## src/rtl/uar_pkg.sv

```systemverilog
// shared types and constants for the utf-8 astral replacer
// no dependencies
`timescale 1ns / 1ps

package uar_pkg;

	localparam logic [7:0] REPL_RESET   = 8'd86;

	// lead byte classification masks and patterns
	localparam logic [7:0] ASCII_MASK   = 8'h80;
	localparam logic [7:0] LEAD2_MASK   = 8'hE0;
	localparam logic [7:0] LEAD2_PAT    = 8'hC0;
	localparam logic [7:0] LEAD3_MASK   = 8'hF0;
	localparam logic [7:0] LEAD3_PAT    = 8'hE0;
	localparam logic [7:0] LEAD4_MASK   = 8'hF8;
	localparam logic [7:0] LEAD4_PAT    = 8'hF0;

	// bits that lift a 4-byte code point above the basic plane
	localparam logic [7:0] PLANE_LEAD_MASK = 8'h07;
	localparam logic [7:0] PLANE_CONT_MASK = 8'h30;

	// number of result words produced for one input word
	localparam logic [1:0] CNT_NONE = 2'd0;
	localparam logic [1:0] CNT_ONE  = 2'd1;
	localparam logic [1:0] CNT_TWO  = 2'd2;

	typedef struct packed {
		logic [1:0] count;
		logic [7:0] byte0;
		logic [7:0] byte1;
		logic       inv;
	} uar_res_t;

endpackage

```

## src/rtl/uar_ifs.sv

```systemverilog
// handshake interfaces for the text input, result output and config write
// depends on nothing
`timescale 1ns / 1ps

interface uar_byte_if;
	logic       valid;
	logic       ready;
	logic [7:0] text_byte;
	modport source (output valid, output text_byte, input ready);
	modport sink   (input valid, input text_byte, output ready);
endinterface

interface uar_result_if;
	logic       valid;
	logic       ready;
	logic [7:0] result_byte;
	logic       run_end;
	logic       invalid_lead_seen;
	modport source (output valid, output result_byte, output run_end,
		output invalid_lead_seen, input ready);
	modport sink   (input valid, input result_byte, input run_end,
		input invalid_lead_seen, output ready);
endinterface

interface uar_cfg_if;
	logic       valid;
	logic       ready;
	logic [7:0] wdata;
	modport source (output valid, output wdata, input ready);
	modport sink   (input valid, input wdata, output ready);
endinterface

```

## src/rtl/utf8_astral_replacer.sv

```systemverilog
// top level of the utf-8 astral replacer: config register, decode, result buffer
// depends on uar_pkg, uar_ifs, uar_decode, uar_out_buf
`timescale 1ns / 1ps

// Byte-serial UTF-8 filter. One text word is taken per cycle whenever the
// result side keeps up; a word gives zero, one or two result words. A
// 4-byte lead is held back silently and its second byte then yields two
// words: the original pair, or the replacement byte twice when the code
// point lies above the basic plane (its last two bytes are then dropped).
// Throughput is one input word per cycle, limited only by the single
// result port: a two-word result stalls input while its first word drains.
// Result words are registered. The sticky invalid_lead_seen bit, carried
// with every result word, tells the host to throw the output away and
// keep the original text. The replacement register resets to 86 and may
// be written only while the block is idle.

module utf8_astral_replacer (
	input  logic         clk,
	input  logic         arst_n,
	uar_byte_if.sink     text,
	uar_result_if.source result,
	uar_cfg_if.sink      cfg
);

	logic [7:0]        repl_q;
	logic              take;
	logic              can_load;
	uar_pkg::uar_res_t res;

	// config write port never stalls
	assign cfg.ready = 1'b1;

	always_ff @(posedge clk or negedge arst_n) begin
		if (!arst_n) begin
			repl_q <= uar_pkg::REPL_RESET;
		end else if (cfg.valid) begin
			repl_q <= cfg.wdata;
		end
	end

	// a word enters when the result buffer is empty or drains its last word
	assign text.ready = can_load;
	assign take       = text.valid && can_load;

	// sequence state and rewrite decision
	uar_decode u_decode (
		.clk       (clk),
		.arst_n    (arst_n),
		.take      (take),
		.text_byte (text.text_byte),
		.repl      (repl_q),
		.res       (res)
	);

	// result register, drains one word per handshake
	uar_out_buf u_out_buf (
		.clk               (clk),
		.arst_n            (arst_n),
		.load              (take),
		.res               (res),
		.can_load          (can_load),
		.out_valid         (result.valid),
		.out_ready         (result.ready),
		.result_byte       (result.result_byte),
		.run_end           (result.run_end),
		.invalid_lead_seen (result.invalid_lead_seen)
	);

endmodule

```

## src/rtl/uar_decode.sv

```systemverilog
// sequence tracking and rewrite decision for one input word
// depends on uar_pkg
`timescale 1ns / 1ps

module uar_decode (
	input  logic              clk,
	input  logic              arst_n,
	input  logic              take,
	input  logic [7:0]        text_byte,
	input  logic [7:0]        repl,
	output uar_pkg::uar_res_t res
);

	logic [1:0] remain_q;
	logic       drop_q;
	logic       hold_q;
	logic [7:0] lead_q;
	logic       inv_q;

	logic [1:0] remain_d;
	logic       drop_d;
	logic       hold_d;
	logic [7:0] lead_d;
	logic       inv_d;
	logic       astral;

	assign astral = ((lead_q & uar_pkg::PLANE_LEAD_MASK) != 8'h00)
		|| ((text_byte & uar_pkg::PLANE_CONT_MASK) != 8'h00);

	always_comb begin
		remain_d  = remain_q;
		drop_d    = drop_q;
		hold_d    = hold_q;
		lead_d    = lead_q;
		inv_d     = inv_q;
		res.count = uar_pkg::CNT_ONE;
		res.byte0 = text_byte;
		res.byte1 = text_byte;
		if (hold_q) begin
			// second byte of a 4-byte sequence decides
			hold_d    = 1'b0;
			remain_d  = 2'd2;
			res.count = uar_pkg::CNT_TWO;
			drop_d    = astral;
			if (astral) begin
				res.byte0 = repl;
				res.byte1 = repl;
			end else begin
				res.byte0 = lead_q;
				res.byte1 = text_byte;
			end
		end else if (remain_q != 2'd0) begin
			remain_d = remain_q - 2'd1;
			if (remain_q == 2'd1)
				drop_d = 1'b0;
			if (drop_q)
				res.count = uar_pkg::CNT_NONE;
		end else begin
			drop_d = 1'b0;
			priority if ((text_byte & uar_pkg::ASCII_MASK) == 8'h00) begin
				remain_d = 2'd0;
			end else if ((text_byte & uar_pkg::LEAD2_MASK) == uar_pkg::LEAD2_PAT) begin
				remain_d = 2'd1;
			end else if ((text_byte & uar_pkg::LEAD3_MASK) == uar_pkg::LEAD3_PAT) begin
				remain_d = 2'd2;
			end else if ((text_byte & uar_pkg::LEAD4_MASK) == uar_pkg::LEAD4_PAT) begin
				hold_d    = 1'b1;
				lead_d    = text_byte;
				res.count = uar_pkg::CNT_NONE;
			end else begin
				inv_d = 1'b1;
			end
		end
		res.inv = inv_d;
	end

	always_ff @(posedge clk or negedge arst_n) begin
		if (!arst_n) begin
			remain_q <= 2'd0;
			drop_q   <= 1'b0;
			hold_q   <= 1'b0;
			lead_q   <= 8'h00;
			inv_q    <= 1'b0;
		end else if (take) begin
			remain_q <= remain_d;
			drop_q   <= drop_d;
			hold_q   <= hold_d;
			lead_q   <= lead_d;
			inv_q    <= inv_d;
		end
	end

endmodule

```

## src/rtl/uar_out_buf.sv

```systemverilog
// two-word result register that drains one word per handshake
// depends on uar_pkg
`timescale 1ns / 1ps

module uar_out_buf (
	input  logic              clk,
	input  logic              arst_n,
	input  logic              load,
	input  uar_pkg::uar_res_t res,
	output logic              can_load,
	output logic              out_valid,
	input  logic              out_ready,
	output logic [7:0]        result_byte,
	output logic              run_end,
	output logic              invalid_lead_seen
);

	logic [1:0] cnt_q;
	logic [7:0] first_q;
	logic [7:0] second_q;
	logic       inv_q;
	logic       pop;

	assign out_valid         = (cnt_q != uar_pkg::CNT_NONE);
	assign pop               = out_valid && out_ready;
	assign result_byte       = first_q;
	assign run_end           = (cnt_q == uar_pkg::CNT_ONE);
	assign invalid_lead_seen = inv_q;
	// free after this edge: empty, or the last word leaves now
	assign can_load = (cnt_q == uar_pkg::CNT_NONE)
		|| ((cnt_q == uar_pkg::CNT_ONE) && out_ready);

	always_ff @(posedge clk or negedge arst_n) begin
		if (!arst_n) begin
			cnt_q <= uar_pkg::CNT_NONE;
		end else if (load) begin
			cnt_q <= res.count;
		end else if (pop) begin
			cnt_q <= cnt_q - 2'd1;
		end
	end

	always_ff @(posedge clk) begin
		if (load) begin
			first_q  <= res.byte0;
			second_q <= res.byte1;
			inv_q    <= res.inv;
		end else if (pop) begin
			first_q <= second_q;
		end
	end

endmodule

```

## src/flat_wrapper.sv

```systemverilog
// flat-port wrapper written by rule: the top's interface ports become plain ports
module utf8_astral_replacer_flat 
  (clk, arst_n, text_valid, text_text_byte, text_ready, result_valid, result_result_byte, result_run_end, result_invalid_lead_seen, result_ready, cfg_valid, cfg_wdata, cfg_ready);
  uar_byte_if text_i ();
  uar_result_if result_i ();
  uar_cfg_if cfg_i ();
  input  logic clk;
  input  logic arst_n;
  input wire logic [$bits(text_i.valid)-1:0] text_valid;
  input wire logic [$bits(text_i.text_byte)-1:0] text_text_byte;
  output wire logic [$bits(text_i.ready)-1:0] text_ready;
  output wire logic [$bits(result_i.valid)-1:0] result_valid;
  output wire logic [$bits(result_i.result_byte)-1:0] result_result_byte;
  output wire logic [$bits(result_i.run_end)-1:0] result_run_end;
  output wire logic [$bits(result_i.invalid_lead_seen)-1:0] result_invalid_lead_seen;
  input wire logic [$bits(result_i.ready)-1:0] result_ready;
  input wire logic [$bits(cfg_i.valid)-1:0] cfg_valid;
  input wire logic [$bits(cfg_i.wdata)-1:0] cfg_wdata;
  output wire logic [$bits(cfg_i.ready)-1:0] cfg_ready;
  assign text_i.valid = text_valid;
  assign text_i.text_byte = text_text_byte;
  assign text_ready = text_i.ready;
  assign result_valid = result_i.valid;
  assign result_result_byte = result_i.result_byte;
  assign result_run_end = result_i.run_end;
  assign result_invalid_lead_seen = result_i.invalid_lead_seen;
  assign result_i.ready = result_ready;
  assign cfg_i.valid = cfg_valid;
  assign cfg_i.wdata = cfg_wdata;
  assign cfg_ready = cfg_i.ready;
  utf8_astral_replacer u_core (.clk(clk), .arst_n(arst_n), .text(text_i), .result(result_i), .cfg(cfg_i));
endmodule
```

## config.mk

```make
export PLATFORM = sky130hd
export DESIGN_NAME = utf8_astral_replacer_flat
export DESIGN_NICKNAME = d
export VERILOG_FILES = /design/src/rtl/uar_pkg.sv /design/src/rtl/uar_ifs.sv /design/src/rtl/utf8_astral_replacer.sv /design/src/rtl/uar_decode.sv /design/src/rtl/uar_out_buf.sv /design/src/flat_wrapper.sv
export SDC_FILE = /design/constraint.sdc
export NUM_CORES = 1
export LEC_CHECK = 0
export BUFFER_PORTS_ARGS = -buffer_cell sky130_fd_sc_hd__buf_2
export CORE_MARGIN = 1
export CORE_UTILIZATION = 57
export CTS_BUF_LIST = sky130_fd_sc_hd__clkbuf_4
export DETAILED_ROUTE_END_ITERATION = 10
export HOLD_SLACK_MARGIN = 0.05
export PLACE_DENSITY = 0.81
export SYNTH_ARGS = -nofsm -noshare
export SYNTH_HDL_FRONTEND = slang
export SYNTH_SLANG_ARGS = --single-unit
```

## constraint.sdc

```tcl
create_clock -name clk -period 2.4 [get_ports clk]
set_clock_uncertainty 0.15 [all_clocks]
set_input_delay 0.24 -clock clk [delete_from_list [all_inputs] [get_ports clk]]
set_output_delay 0.24 -clock clk [all_outputs]
set_load 0.1 [all_outputs]
```

==> load_flow_metrics.sql, run 1 <==
INSERT INTO impl_metrics (metric_group, metric, value, unit) VALUES
('worst_setup_path', 'critical-path-max-stage-delay', '0.44', 'ns'),
('grt', 'grt_max_degree', '24', ''),
('synthesis', 'synth-adder-area-share', '1.36', '%'),
('status', 'status', 'complete, no violations', ''),
('grt', 'gr_usage_total', '23.7', '%'),
('power_and_ir_drop', 'power.ir.vdd_worst', '0.000560', 'V'),
('clock_tree', 'clkSlewWorstSetupHoldPaths', '0.11', 'ns'),
('run', 'timing.max_cap.violations', '0', ''),
('worst_setup_path', 'cell_at_the_slowest_stage_of_the_critical_path', 'dfrtp_1', ''),
('power_and_ir_drop', 'cellInternalPower', '1370', 'uW'),
('synthesis', 'synthesis.instances', '156', ''),
('synthesis', 'yosys.area_share.xor_xnor', '0', '%'),
('synthesis', 'netlist_area', '1840', 'sq um'),
('timing', 'count_of_endpoints_failing_hold_in_the_final_timing_report', '0', ''),
('synthesis', 'synth_simple_gate_area_share', '13.8', '%'),
('grt', 'grt_pass1_vias', '1310', ''),
('final_layout', 'area.growth.synth_to_final', '23.9', '%'),
('routing', 'firstDrtPassIters', '4', ''),
('die', 'die_width', '58.9', 'um'),
('timing', 'maxClockFrequency', '450', 'MHz'),
('timing', 'final_max_slew_viol_count', '0', ''),
('routing', 'detail_route.wl_per_cell', '14.3', 'um'),
('routing', 'detail-route-antenna-nets', '0', ''),
('power_and_ir_drop', 'leakagePower', '0.00100', 'uW'),
('routing', 'viasPerCell', '5.40', ''),
('placement', 'io_buffers', '32', ''),
('synthesis', 'synth.net_count', '179', ''),
('die', 'std_cell_rows', '20', ''),
('power_and_ir_drop', 'total_power', '2640', 'uW'),
('power_and_ir_drop', 'switchingPower', '1270', 'uW'),
('timing', 'slew_headroom', '54.6', '%'),
('final_layout', 'fin_nets', '231', ''),
('grt', 'grt_pass1_wl', '5930', 'um'),
('power_and_ir_drop', 'seq_power_share', '39.3', '%'),
('clock_tree', 'clk_latency', '0.35', 'ns'),
('die', 'dieHeight', '58.9', 'um'),
('worst_setup_path', 'crit_chain', 'inv_1 > ha_1 > a21oi_2 > clkinvlp_4 > nand2_4 > clkinvlp_2 > buf_4', ''),
('clock_tree', 'h-tree-depth', '2', ''),
('die', 'initial_core_utilization', '60.4', '%'),
('routing', 'drt-total-wl', '3610', 'um'),
('synthesis', 'compound_cell_area_share_of_the_yosys_netlist', '13.1', '%'),
('routing', 'initialDrtViolationCount', '80', ''),
('synthesis', 'netlist-cell-type-count', '33', ''),
('clock_tree', 'cts.path.max_buffers', '2', ''),
('synthesis', 'synth.ff_latch_count', '40', ''),
('timing', 'finalWorstPathRequiredPeriod', '2.22', 'ns'),
('clock_tree', 'clock_root_buffer_master', 'clkbuf_4', ''),
('clock_tree', 'clock_sink_count', '40', ''),
('power_and_ir_drop', 'power-per-cell-area', '1150', 'nW/um^2'),
('timing', 'min_period_over_period', '92.6', '%'),
('worst_setup_path', 'setup.worst_path.class', 'register to register', ''),
('clock_tree', 'cts_tree', 'yes', ''),
('timing', 'setup_violations', '0', ''),
('synthesis', 'yosysWarningCount', '0', ''),
('worst_setup_path', 'critical_path_peak_fanout', '24', ''),
('timing', 'max_slew.worst_pin.slew', '0.682', 'ns'),
('die', 'coreArea', '3050', 'sq um'),
('final_layout', 'most_frequent_standard_cell_in_the_layout_excluding_fill_and_tap_cells', 'buf_2', ''),
('final_layout', 'share_of_layout_cells_above_drive_strength_1', '36.8', '%'),
('clock_tree', 'cts_buffers', '5', ''),
('worst_setup_path', 'crit_arrival', '2.21', 'ns'),
('placement', 'hpwlAfterDp', '2530', 'um'),
('worst_setup_path', 'worst-endpoint-required', '2.38', 'ns'),
('synthesis', 'largest_family_of_logic_cells_by_synthesized_area', 'simple AND/OR/NAND/NOR gates', ''),
('worst_setup_path', 'worst_setup_path_end_kind', 'register', ''),
('timing', 'hold_ws', '0.0971', 'ns'),
('synthesis', 'synth.area.mux_share', '9.16', '%'),
('final_layout', 'nFillCells', '226', ''),
('power_and_ir_drop', 'power_frac_comb', '48.5', '%'),
('placement', 'gpl.final_weighted_congestion', '0.875', ''),
('final_layout', 'mostFrequentLayoutCells', 'buf_2 (32), o21ai_0 (19), dfrtp_1 (19)', '');
## cell families after synthesis
group	Yosys count
buffers and inverters	15
adders and majority gates	2
other	1
DFF	40
and+or+nand+nor	43
AOI/OAI and AO/OA	40
muxes	15
## path summary, 6_finish.rpt
check                                                       from                                       to  slack, ns  depth (start not counted)
min in group asynchronous                                 arst_n  u_core.u_decode.remain_q[1]$_DFFE_PN0P_       0.23                          2
hold / removal                                 text_text_byte[6]   u_core.u_out_buf.second_q[6]$_DFFE_PN_        0.1                          2
setup reg to reg           u_core.u_out_buf.cnt_q[0]$_DFFE_PN0P_   u_core.u_out_buf.second_q[1]$_DFFE_PN_       0.18                          7
hold reg to reg                u_core.u_decode.inv_q$_DFFE_PN0N_        u_core.u_decode.inv_q$_DFFE_PN0N_       0.32                          1
setup / recovery           u_core.u_out_buf.cnt_q[0]$_DFFE_PN0P_   u_core.u_out_buf.second_q[1]$_DFFE_PN_       0.18                          7
max in group asynchronous                                 arst_n             u_core.repl_q[4]$_DFFE_PN1P_       1.51                          2
## power by group through the flow
stage | clock network, uW | logic, uW | registers, uW
final | 322 | 1280 | 1040
after global routing | 356 | 1370 | 1060
after global placement | 0 | 1190 | 1040
after floorplan | 0 | 672 | 1410
after detailed placement | 0 | 1220 | 1050
after CTS | 327 | 1230 | 1040
## final cells by class
class	instances	area (sq um)	share of cell area [%]
timing repair inverter	1	5.00	0.219
sequential	40	1090	47.7
multi-input combinational	101	717	31.4
clock inverter	3	13.8	0.602
timing repair buffer	50	325	14.2
clock buffer	5	37.5	1.64
inverter	9	41.3	1.81
tap	44	55.1	2.41
## Yosys cell counts, drive strengths merged
master / n / share of area, %
nand3: 3 / 0.81
mux2: 15 / 9.2
o211ai: 1 / 0.41
and4: 1 / 0.47
nand4b: 1 / 0.47
nor2: 5 / 1.4
dfrtp: 19 / 26
nor4: 1 / 0.34
dfstp: 4 / 5.7
edfxtp: 17 / 28
buf: 1 / 0.41
and3: 2 / 0.68
clkbuf: 5 / 1.0
conb: 1 / 0.20
inv: 9 / 1.8
nor2b: 2 / 0.68
o21ai: 19 / 5.2
a31oi: 7 / 2.4
or2: 5 / 1.7
o2bb2ai: 3 / 1.4
or4: 1 / 0.61
nor3: 2 / 1.2
a2bb2oi: 3 / 1.4
nand2b: 4 / 1.8
ha: 2 / 1.4
a21oi: 4 / 1.1
a21o: 3 / 1.2
nand2: 16 / 3.7
## critical path: cells and delay by family, from the launching register on
family                     cells  cell delay, ns
and+or+nand+nor                1            0.22
AOI/OAI and AO/OA              1            0.18
adders and majority gates      1            0.24
buffers and inverters          4            0.76
DFF                            1            0.44
## stage by stage
stage	utilization, %	setup slack (ns)	cells	setup TNS, ns	area, sq um
after CTS	73.4	0.157	247	0	2240
after detailed placement	67.7	0.171	227	0	2070
after floorplan	-	-0.0112	156	-0.0731	1870
final	74.9	0.179	253	0	2290
after global placement	67.7	0.326	227	0	2070
after global routing	74.9	-0.00919	253	-0.0198	2290
## timing repair
| action | in CTS | in global routing |
|---|---|---|
| resized for setup | 0 | 1 |
| hold endpoints to repair | 32 | 0 |
| setup buffers | 0 | 5 |
| hold buffers | 12 | 0 |
| setup endpoints to repair | 0 | 3 |
## layer usage
layer | up-vias | GRT usage (%) | wire [um]
li1 | 667 | - | -
met3 | 6 | 6.81 | 177
met5 | - | 0 | 0
met2 | 36 | 39.6 | 1790
met1 | 657 | 29.8 | 1610
met4 | 0 | 7.48 | 41
## registers in the layout (all words and copies together), names as in the netlist
signal	flops
u_core.repl_q	8
u_core.u_decode.drop_q	1
u_core.u_decode.hold_q	1
u_core.u_decode.inv_q	1
u_core.u_decode.lead_q	8
u_core.u_decode.remain_q	2
u_core.u_out_buf.cnt_q	2
u_core.u_out_buf.invalid_lead_seen	1
u_core.u_out_buf.result_byte	8
u_core.u_out_buf.second_q	8
No activity file was read; power rests on OpenSTA's default activity.
==> run 2, diff against run 1 <==
==> constraint.sdc (replaced) <==
create_clock -name clk -period 2.4 [get_ports clk]
set_clock_uncertainty 0.15 [all_clocks]
set_input_delay 0 -clock clk [delete_from_list [all_inputs] [get_ports clk]]
set_output_delay 0 -clock clk [all_outputs]
set_load 0.1 [all_outputs]
==> run 2 against run 1 <==
  * Non-clock buffer count rose by 17
  * First-iteration DRC count down 6.3%
  * Largest cell class unchanged
  * Total power rose by 7.4%
  * Critical endpoint is now u_core.u_out_buf.result_byte[6]$_DFFE_PP_
  * Combinational power rose by 4%
  * Highest routed layer unchanged
  * Worst hold slack improved by 0.21 ns
  * Critical path depth up 1
  * Die area did not move
  * Largest power group unchanged
  * Via count increased by 7.1%
  * Sequential share of layout area is 3.8 points lower
  * Critical path type unchanged
  * Utilization is 6.5 points higher
==> load_flow_metrics.sql, run 2 (synthesis results as in run 1) <==
INSERT INTO impl_metrics (metric_group, metric, value, unit) VALUES
('placement', 'io_buffers', '32', ''),
('power_and_ir_drop', 'cellInternalPower', '1510', 'uW'),
('timing', 'setup_violations', '0', ''),
('routing', 'viasPerCell', '5.44', ''),
('die', 'initial_core_utilization', '60.4', '%'),
('hold_path', 'hold_path_end', 'u_core.u_decode.lead_q[0]$_DFFE_PN0P_', ''),
('timing', 'min_period_over_period', '97.9', '%'),
('power_and_ir_drop', 'switching_share', '46.7', '%'),
('clock_tree', 'cts_tree', 'yes', ''),
('timing', 'final_max_slew_viol_count', '0', ''),
('grt', 'gr_usage_total', '27.4', '%'),
('power_and_ir_drop', 'clock_network_fraction_of_design_power', '16.3', '%'),
('grt', 'sum_of_overflow_across_all_layers_after_global_routing', '0', ''),
('power_and_ir_drop', 'power_frac_comb', '47.0', '%'),
('timing', 'max_slew.worst_pin.slew', '0.866', 'ns'),
('die', 'std_cell_rows', '20', ''),
('worst_setup_path', 'worst-endpoint-required', '2.34', 'ns'),
('placement', 'hpwlAfterDp', '2640', 'um'),
('die', 'coreArea', '3050', 'sq um'),
('placement', 'gpl.final_weighted_congestion', '0.882', ''),
('grt', 'grt_max_degree', '24', ''),
('status', 'status', 'complete, no violations', ''),
('routing', 'drt-total-wl', '4220', 'um'),
('timing', 'count_of_endpoints_failing_hold_in_the_final_timing_report', '0', ''),
('clock_tree', 'h-tree-depth', '2', ''),
('worst_setup_path', 'worst_setup_path_end_kind', 'register', ''),
('worst_setup_path', 'regToRegEndpoint', 'u_core.u_out_buf.result_byte[6]$_DFFE_PP_', ''),
('worst_setup_path', 'setup.worst_path.class', 'register to register', ''),
('final_layout', 'fin_nets', '247', ''),
('die', 'die_width', '58.9', 'um'),
('clock_tree', 'clkSlewWorstSetupHoldPaths', '0.13', 'ns'),
('run', 'timing.max_cap.violations', '0', ''),
('final_layout', 'mostFrequentLayoutCells', 'buf_2 (32), dlygate4sd3_1 (29), o21ai_0 (19), dfrtp_1 (19), edfxtp_1 (17)', ''),
('power_and_ir_drop', 'leakagePower', '0.00108', 'uW'),
('final_layout', 'most_frequent_standard_cell_in_the_layout_excluding_fill_and_tap_cells', 'buf_2', ''),
('final_layout', 'share_of_layout_cells_above_drive_strength_1', '34.2', '%'),
('worst_setup_path', 'critical_path_peak_fanout', '23', ''),
('timing', 'hold_ws', '0.305', 'ns'),
('grt', 'grt_pass1_vias', '1466', ''),
('routing', 'firstDrtPassIters', '4', ''),
('clock_tree', 'clock_root_buffer_master', 'clkbuf_4', ''),
('clock_tree', 'cts.path.max_buffers', '2', ''),
('die', 'ioPinCount', '34', ''),
('grt', 'grt_antenna_before_repair', '0', ''),
('hold_path', 'min-delay-path-class', 'input port to register', ''),
('timing', 'finalWorstPathRequiredPeriod', '2.35', 'ns'),
('power_and_ir_drop', 'seq_power_share', '36.8', '%'),
('routing', 'detail_route.wl_per_cell', '15.7', 'um'),
('die', 'floorplan.die_area', '3470', 'sq um'),
('grt', 'grt_pass1_wl', '6740', 'um'),
('power_and_ir_drop', 'switchingPower', '1320', 'uW'),
('worst_setup_path', 'reg2reg_slack', '0.05', 'ns'),
('timing', 'maxClockFrequency', '426', 'MHz'),
('hold_path', 'min_from', 'text_text_byte[0]', ''),
('worst_setup_path', 'regToRegStartpoint', 'u_core.u_out_buf.cnt_q[0]$_DFFE_PN0P_', ''),
('routing', 'detail-route-antenna-nets', '0', ''),
('final_layout', 'n_antenna_cell', '0', ''),
('power_and_ir_drop', 'power.ir.vdd_worst', '0.000649', 'V'),
('final_layout', 'final_core_utilization', '81.4', '%'),
('worst_setup_path', 'crit_path_start_kind', 'register', ''),
('worst_setup_path', 'crit_arrival', '2.29', 'ns'),
('clock_tree', 'cts_buffers', '5', ''),
('clock_tree', 'clk_latency', '0.36', 'ns'),
('power_and_ir_drop', 'power-per-cell-area', '1140', 'nW/um^2'),
('routing', 'detail_route.drc_violations', '0', ''),
('routing', 'dr_total_vias', '1463', ''),
('worst_setup_path', 'worst-r2r-cell-count', '8', ''),
('die', 'dieHeight', '58.9', 'um'),
('clock_tree', 'clock_sink_count', '40', ''),
('routing', 'initialDrtViolationCount', '75', ''),
('hold_path', 'hold_depth', '3', ''),
('final_layout', 'area.growth.synth_to_final', '34.7', '%'),
('timing', 'slew_headroom', '42.1', '%');
[run 2: cell count changes in the layout (fill, tap and decap cells not counted), sizes merged]
cell and change:
inv +1, clkinv -3, dlygate4sd3 +17, bufinv +1
[run 2: worst max-delay path: stages, from the launching register on]
cell	delay (ns)
dfrtp_1	0.45
inv_1	0.07
ha_1	0.24
a21oi_2	0.20
clkinvlp_4	0.15
nand2_4	0.22
clkinvlp_4	0.28
o21ai_0	0.14
o21ai_0	0.17
[run 2: layer usage]
metal	GRT usage, %	wire length (um)	vias to the layer above
li1	-	-	700
met1	32.9	1650	691
met2	45.9	2210	60
met3	8.35	245	12
met4	10.9	115	0
met5	0	0	-
[run 2: power by group through the flow]
stage          Sequential (uW)  Combinational (uW)  Clock (uW)
2_1_floorplan             1410                 672           0
5_1_grt                   1060                1410         499
3_3_place_gp              1040                1190           0
3_5_place_dp              1060                1230           0
6_report                  1040                1330         461
4_1_cts                   1040                1280         467
[run 2: worst max path at each step]
stage / start / end / cells after the start
after floorplan: u_core.u_out_buf.cnt_q[0]$_DFFE_PN0P_ / u_core.u_out_buf.result_byte[3]$_DFFE_PP_ / 7
after global placement: u_core.u_out_buf.cnt_q[0]$_DFFE_PN0P_ / u_core.u_out_buf.result_byte[3]$_DFFE_PP_ / 8
after detailed placement: u_core.u_out_buf.cnt_q[0]$_DFFE_PN0P_ / u_core.u_out_buf.result_byte[6]$_DFFE_PP_ / 8
after CTS: u_core.u_out_buf.cnt_q[0]$_DFFE_PN0P_ / u_core.u_out_buf.result_byte[6]$_DFFE_PP_ / 8
after global routing: u_core.u_out_buf.cnt_q[0]$_DFFE_PN0P_ / u_core.u_out_buf.result_byte[6]$_DFFE_PP_ / 8
final: u_core.u_out_buf.cnt_q[0]$_DFFE_PN0P_ / u_core.u_out_buf.result_byte[6]$_DFFE_PP_ / 8
[run 2: area by class of cell]
| class | instances | area (sq um) |
|---|---|---|
| Inverter | 9 | 41.3 |
| Multi-Input combinational cell | 101 | 717 |
| Fill cell | 192 | 569 |
| Tap cell | 44 | 55.1 |
| Sequential cell | 40 | 1090 |
| Clock inverter | 3 | 46.3 |
| Clock buffer | 5 | 37.5 |
| Timing Repair Buffer | 67 | 495 |
[run 2: what timing repair did]
action                                 in CTS  in global routing
hold buffers                               29                  0
resized for setup                           0                  1
endpoints found under the hold margin      59                  0
setup buffers                               0                  5
setup endpoints to repair                   0                  1
[run 2: through the flow]
step | setup TNS, ns | cells | setup WS [ns] | instance area, sq um | power [uW]
4_1_cts | 0 | 264 | 0.128 | 2440 | 2780
3_3_place_gp | 0 | 227 | 0.327 | 2070 | 2230
5_1_grt | -0.102 | 269 | -0.102 | 2480 | 2970
2_1_floorplan | -0.0731 | 156 | -0.0112 | 1870 | 2080
3_5_place_dp | 0 | 227 | 0.135 | 2070 | 2280
6_report | 0 | 269 | 0.0509 | 2480 | 2830
